<file path="config.mk">
export PLATFORM = sky130hd
export DESIGN_NAME = satsl_ctrl
export DESIGN_NICKNAME = d
export VERILOG_FILES = /design/src/hdl/satsl_pkg.sv /design/src/hdl/satsl_ctrl.sv
export SDC_FILE = /design/constraint.sdc
export NUM_CORES = 1
export LEC_CHECK = 0
export BUFFER_PORTS_ARGS = -buffer_cell sky130_fd_sc_hd__buf_4
export CORE_AREA = 2 2 39 41
export DETAILED_ROUTE_END_ITERATION = 16
export DIE_AREA = 0 0 41 43
export GPL_TIMING_DRIVEN = 0
export PLACE_DENSITY = 0.3
export SKIP_CTS_REPAIR_TIMING = 1
export SYNTH_ARGS = -nofsm -noshare
export SYNTH_HDL_FRONTEND = slang
export SYNTH_SLANG_ARGS = --single-unit
</file>
<file path="constraint.sdc">
create_clock -name clk_i -period 2.25 [get_ports clk_i]
set_input_delay 0.1125 -clock clk_i [delete_from_list [all_inputs] [get_ports clk_i]]
set_output_delay 0.1125 -clock clk_i [all_outputs]
set_load 0.03 [all_outputs]
</file>
<file path="src/hdl/satsl_pkg.sv">
// Package of the set-associative tag store: default sizes, controller states
// and the command bundle from the controller to the datapath. No dependencies.
package satsl_pkg;

  localparam int unsigned DefSets       = 64;
  localparam int unsigned DefWays       = 4;
  localparam int unsigned DefBlockBytes = 64;
  localparam int unsigned DefAgeBits    = 4;
  localparam int unsigned DefAddrBits   = 32;

  localparam int unsigned AddrW = 32;
  localparam int unsigned WayOutW = 2;

  typedef enum logic [2:0] {
    StIdle   = 3'b001,
    StLookup = 3'b010,
    StResp   = 3'b100
  } state_e;

  typedef struct packed {
    logic accept;
    logic lookup;
  } cmd_t;

endpackage

</file>
<file path="src/hdl/satsl_ctrl.sv">
// Controller of the tag store: accept, lookup and response sequencing.
// Depends on satsl_pkg.
module satsl_ctrl (
  input  logic            clk_i,
  input  logic            rst_ni,
  input  logic            in_valid_i,
  output logic            in_ready_o,
  output logic            out_valid_o,
  input  logic            out_ready_i,
  output satsl_pkg::cmd_t cmd_o
);

  satsl_pkg::state_e state_q, state_d;
  logic accept;

  assign in_ready_o  = (state_q == satsl_pkg::StIdle) ||
                       ((state_q == satsl_pkg::StResp) && out_ready_i);
  assign out_valid_o = (state_q == satsl_pkg::StResp);
  assign accept      = in_valid_i && in_ready_o;

  assign cmd_o.accept = accept;
  assign cmd_o.lookup = (state_q == satsl_pkg::StLookup);

  always_comb begin
    state_d = state_q;
    unique case (state_q)
      satsl_pkg::StIdle: begin
        if (accept) state_d = satsl_pkg::StLookup;
      end
      satsl_pkg::StLookup: begin
        state_d = satsl_pkg::StResp;
      end
      satsl_pkg::StResp: begin
        if (accept) state_d = satsl_pkg::StLookup;
        else if (out_ready_i) state_d = satsl_pkg::StIdle;
      end
      default: state_d = satsl_pkg::StIdle;
    endcase
  end

  always_ff @(posedge clk_i or negedge rst_ni) begin
    if (!rst_ni) begin
      state_q <= satsl_pkg::StIdle;
    end else begin
      state_q <= state_d;
    end
  end

endmodule

</file>
== After elaboration in Yosys (flattened, before gate mapping) ==
Index checks and enable logic that the tools add are counted.
Operators by class
  eq/ne operators: 5
  mux-type cells: 4
  reduce and logical (&&, ||, !) cells: 4
Operators with widths (count)
  $mux 3: 3
  $pmux 3 s3: 1
  $eq 3x1->1 const B: 1
  $eq 3x2->1 const B: 1
  $eq 3x3->1 const B: 1
  $ne 3x1->1 const B: 1
  $logic_and 1x1->1: 2
  $ne 2x2->1 const B: 1
  $reduce_and 2->1: 1
  $logic_or 1x1->1: 1
Word-level totals
  flip-flop bits (word level): 3
  input bits: 4
  output and inout port bits: 4
  word-level logic and storage cells: 14

== Logic depth before layout (Yosys ltp) ==
  word-level depth: 6
  gate-level depth with buffers: 4
  depth with buffers taken out: 3

== Worst setup path before layout ==
No wires, ideal clock.
  kind: register to register
  from: register state_q[2]
  to: register state_q[0]
  library setup time: 0.104 ns
  data arrival time: 1.103 ns
  data required time: 2.146 ns
  slack: 1.043 ns
  stages on the path, launching flop included: 4
  path buffers: 0
  clock period less this slack: 1.207 ns
  cells stage by stage: dfrtp_1 -> nand2b_1 -> nor2_1 -> nor3_1
RTL lines
  start, declared: line satsl_ctrl.sv:13  | satsl_pkg::state_e state_q, state_d;
  start signal, assigned: line satsl_ctrl.sv:43  | state_q <= satsl_pkg::StIdle;
  start signal, assigned: line satsl_ctrl.sv:45  | state_q <= state_d;

== Final worst setup path ==
  from: register state_q[0]
  to: output cmd_o[1] in the netlist's numbering
On the way
  word-level cells in the longest chain between the ends: 4
  elaborated cells on any way between the ends: 5
  those cells by class: eq/ne (2); reduce/logical (3)
Ends and longest elaborated chain
  $eq 3x3->1: line satsl_ctrl.sv:17  | ((state_q == satsl_pkg::StResp) && out_ready_i);
  $logic_and 1x1->1: line satsl_ctrl.sv:17
  $logic_or 1x1->1 *: line satsl_ctrl.sv:16  | assign in_ready_o = (state_q == satsl_pkg::StIdle) ||
  $logic_and 1x1->1 *: line satsl_ctrl.sv:19  | assign accept = in_valid_i && in_ready_o;
  end, declared: line satsl_ctrl.sv:10  | output satsl_pkg::cmd_t cmd_o
Mark *: on every way between the ends. The rest lies on a longest branch, timed or not.

==> summary.md <==
| Metric | Value |
|---|---|
| DRT iter0 DRCs | `0` |
| Syn Std Cell Area | `175.2 um2` |
| Area contributors post-synth | `dfrtp_1, dfstp_2, nor2b_1` |
| Slowest Stage Delay on Critical Path | `around 580 ps` |
| Sw Ratio | `just over 40%` |
| Post-synth top area share | `28.57%` |
| Cell accounting for the most synthesized area | `dfrtp_1` |
| CP cell instances | `nor2b_1, mux2i_1, nor3b_1, buf_4, buf_4` |
| Setup TNS | `0 ps` |
| Fin cells | `between 40 and 50` |
| CP max FO | `7` |
| Max-slew violations | `0` |
| Routed Wire Length | `402 um` |
| Die Footprint | `approximately 0.0018 mm2` |
| Drt drc | `0` |
| Most common cell after layout, fill and taps aside | `buf_4` |
| CP Class | `reg2out` |
| Adder-cell share of the synthesized area | `0%` |
| Fin crit period | `approximately 1600 ps` |
| # placed instances | `43` |
| Element type at the critical path end | `output port` |
| Net Switching | `approximately 0.15 mW` |
| Post-DR wirelength/cell | `roughly 8.4 um` |
| Int Power | `between 0.2 and 0.25 mW` |
| Mapped Avg Cell Area | `just under 9 um2` |
| Vias | `about 170` |
| Root Buffer | `clkbuf_4` |
| Area Growth Syn to Fin | `62.14%` |
| Pin slew with the least headroom to its limit | `233.1 ps` |
| Net count after synthesis | `24` |
| Sink Count | `3` |
| Row count | `14` |
| Clk buf depth | `2` |
| Max frequency | `634.5 MHz` |
| Final hold violation count | `0` |
| Vias in the first global route | `198` |
| Compound-cell area share of the yosys netlist | `about 2.9%` |
| Final GP Congestion | `about 0.55` |
| Post-Synth Simple-Gate Area | `a little over two fifths` |
| Main combinational cell family by area after synthesis | `simple AND/OR/NAND/NOR gates` |
| Status | `complete, no violations` |
| Final Skew | `0.4763 ps` |
| Largest net degree at the start of global routing | `8` |
| HP Class | `in2reg` |
| Chip Width | `~41 um` |
| Die Y | `~43 um` |
| TritonCTS clock tree | `yes` |
| Seq cells post-synth | `3` |
| Mapped Cells | `20` |
| Gr usage total | `~6.2%` |
| Slowest cell on the critical path | `dfstp_2` |
| Share of power burned in registers | `29.5%` |
| Maximum VDD drop | `~0.19 mV` |
| Type of origin of the critical path | `flop` |
| Largest regs | `state_q (3)` |
| CTS H-Tree Depth | `1` |
| Pwr/cell area | `between 1000 and 1500 mW/mm2` |
| Inserted Diodes | `0` |
| Clk_lat worst skew | `roughly 230 ps` |
| Setup violations, final | `0` |
| Total power | `0.3714 mW` |
| Core area | `0.001384 mm2` |
| Rel. slew slack | `between 80% and 90%` |
| Synth warn | `0` |
| Detail-routed via count per cell | `about 3.6` |
| DRT antenna net count | `0` |
| Max cap viols | `0` |
| Worst EP required | `about 2100 ps` |
| Max FFs per register | `3` |
| Total CTS buffers | `3` |
| Synth cell types | `11` |
| Clock share of power | `between 20% and 30%` |
| Critical path arrival | `around 1500 ps` |
| First-pass GRT wire length | `around 680 um` |
| WP buf/inv | `2` |
| Clk slew on worst S/H paths | `40 ps` |
| Overflow after GRT | `0` |
| Post-synthesis mux area share | `under 10%` |
| Largest Register | `state_q` |
| Antenna violations before repair | `0` |
| Ratio of cells with drive above 1 in the final layout | `37.50%` |
| Sequential fraction of the synthesis area | `between 40% and 50%` |
| IO Port Bufs | `7` |
| # IOs | `8` |
| Period utilisation layout | `a little over two thirds` |
| Most frequent cells in the layout | `buf_4, nor2_1, nor2b_1, nor3_1, clkbuf_4` |
| XOR/XNOR Fraction of Synth Area | `0%` |
| Logic pwr share | `a little under half` |
| Most used cell, CP | `buf_4` |
| Crit-path leading delay family | `flip-flops` |
| TritonRoute pass-1 iters | `1` |
| Initial Utilization | `roughly an eighth` |
| Pleak | `approximately 0.12 nW` |
| Nets | `37` |
| Unrepaired setup endpoints after global routing | `no` |
## worst register-to-register path: stages, from the launching register on
cell	delay, ps
dfstp_2	580
nor2b_1	70
mux2i_1	220
nor3b_1	80
## path summary, 6_finish.rpt
check / start / to / slack, ps / cells after the start
setup reg to reg: state_q[0] / state_q[1] / 1180 / 3
max in group asynchronous: rst_ni / state_q[0] / 1860 / 2
min in group asynchronous: rst_ni / state_q[1] / 210 / 2
setup / recovery: state_q[0] / cmd_o[1] / 670 / 5
hold reg to reg: state_q[1] / state_q[1] / 540 / 1
hold / removal: in_valid_i / state_q[1] / 180 / 2
## per-stage QoR
| step | hold slack [ps] | utilization [%] | setup WS, ps | cell area [um2] |
|---|---|---|---|---|
| after floorplan | -183.1 | - | 1043 | 175.2 |
| final | 178.8 | 20.52 | 673.9 | 284.0 |
| after global placement | -98.15 | 17.90 | 905.3 | 247.7 |
| after global routing | 175.0 | 20.52 | 556.9 | 284.0 |
| after CTS | -347.7 | 19.80 | 651.8 | 274.0 |
| after detailed placement | -97.62 | 17.90 | 911.2 | 247.7 |
## logic make-up (layout without fill, tap and decap cells)
kind of cell	after synthesis	in the layout
and+or+nand+nor	14	14
DFF	3	3
AOI/OAI and AO/OA	1	1
muxes	1	1
buffers and inverters	1	13
## cell type report
class,instances,area (um2)
fill,162,1100
multi-input combinational,16,91.34
sequential,3,76.32
timing repair buffer,8,62.56
clock buffer,4,26.28
tap,16,20.02
buffer,1,7.507
## power by group through the flow
stage | combinational [mW] | clock [mW] | sequential, mW
2_1_floorplan | 0.117 | 0 | 0.101
3_3_place_gp | 0.170 | 0 | 0.110
3_5_place_dp | 0.170 | 0 | 0.111
4_1_cts | 0.171 | 0.0989 | 0.110
5_1_grt | 0.186 | 0.105 | 0.116
6_report | 0.168 | 0.0933 | 0.110
## synth_stat cells
library cell	count
nor2_1	3
nor2b_1	3
nor3_1	3
dfrtp_1	2
nand2b_1	2
nor3b_1	2
buf_4	1
dfstp_2	1
mux2i_1	1
nand2_1	1
o21ai_1	1
## routing by layer
layer | track usage, % | routed length (um)
met5 | 0 | 0
met4 | 8.000 | 0
met3 | 1.571 | 20
met2 | 10.00 | 229
met1 | 4.839 | 151
(Power assumes the default switching activity.)
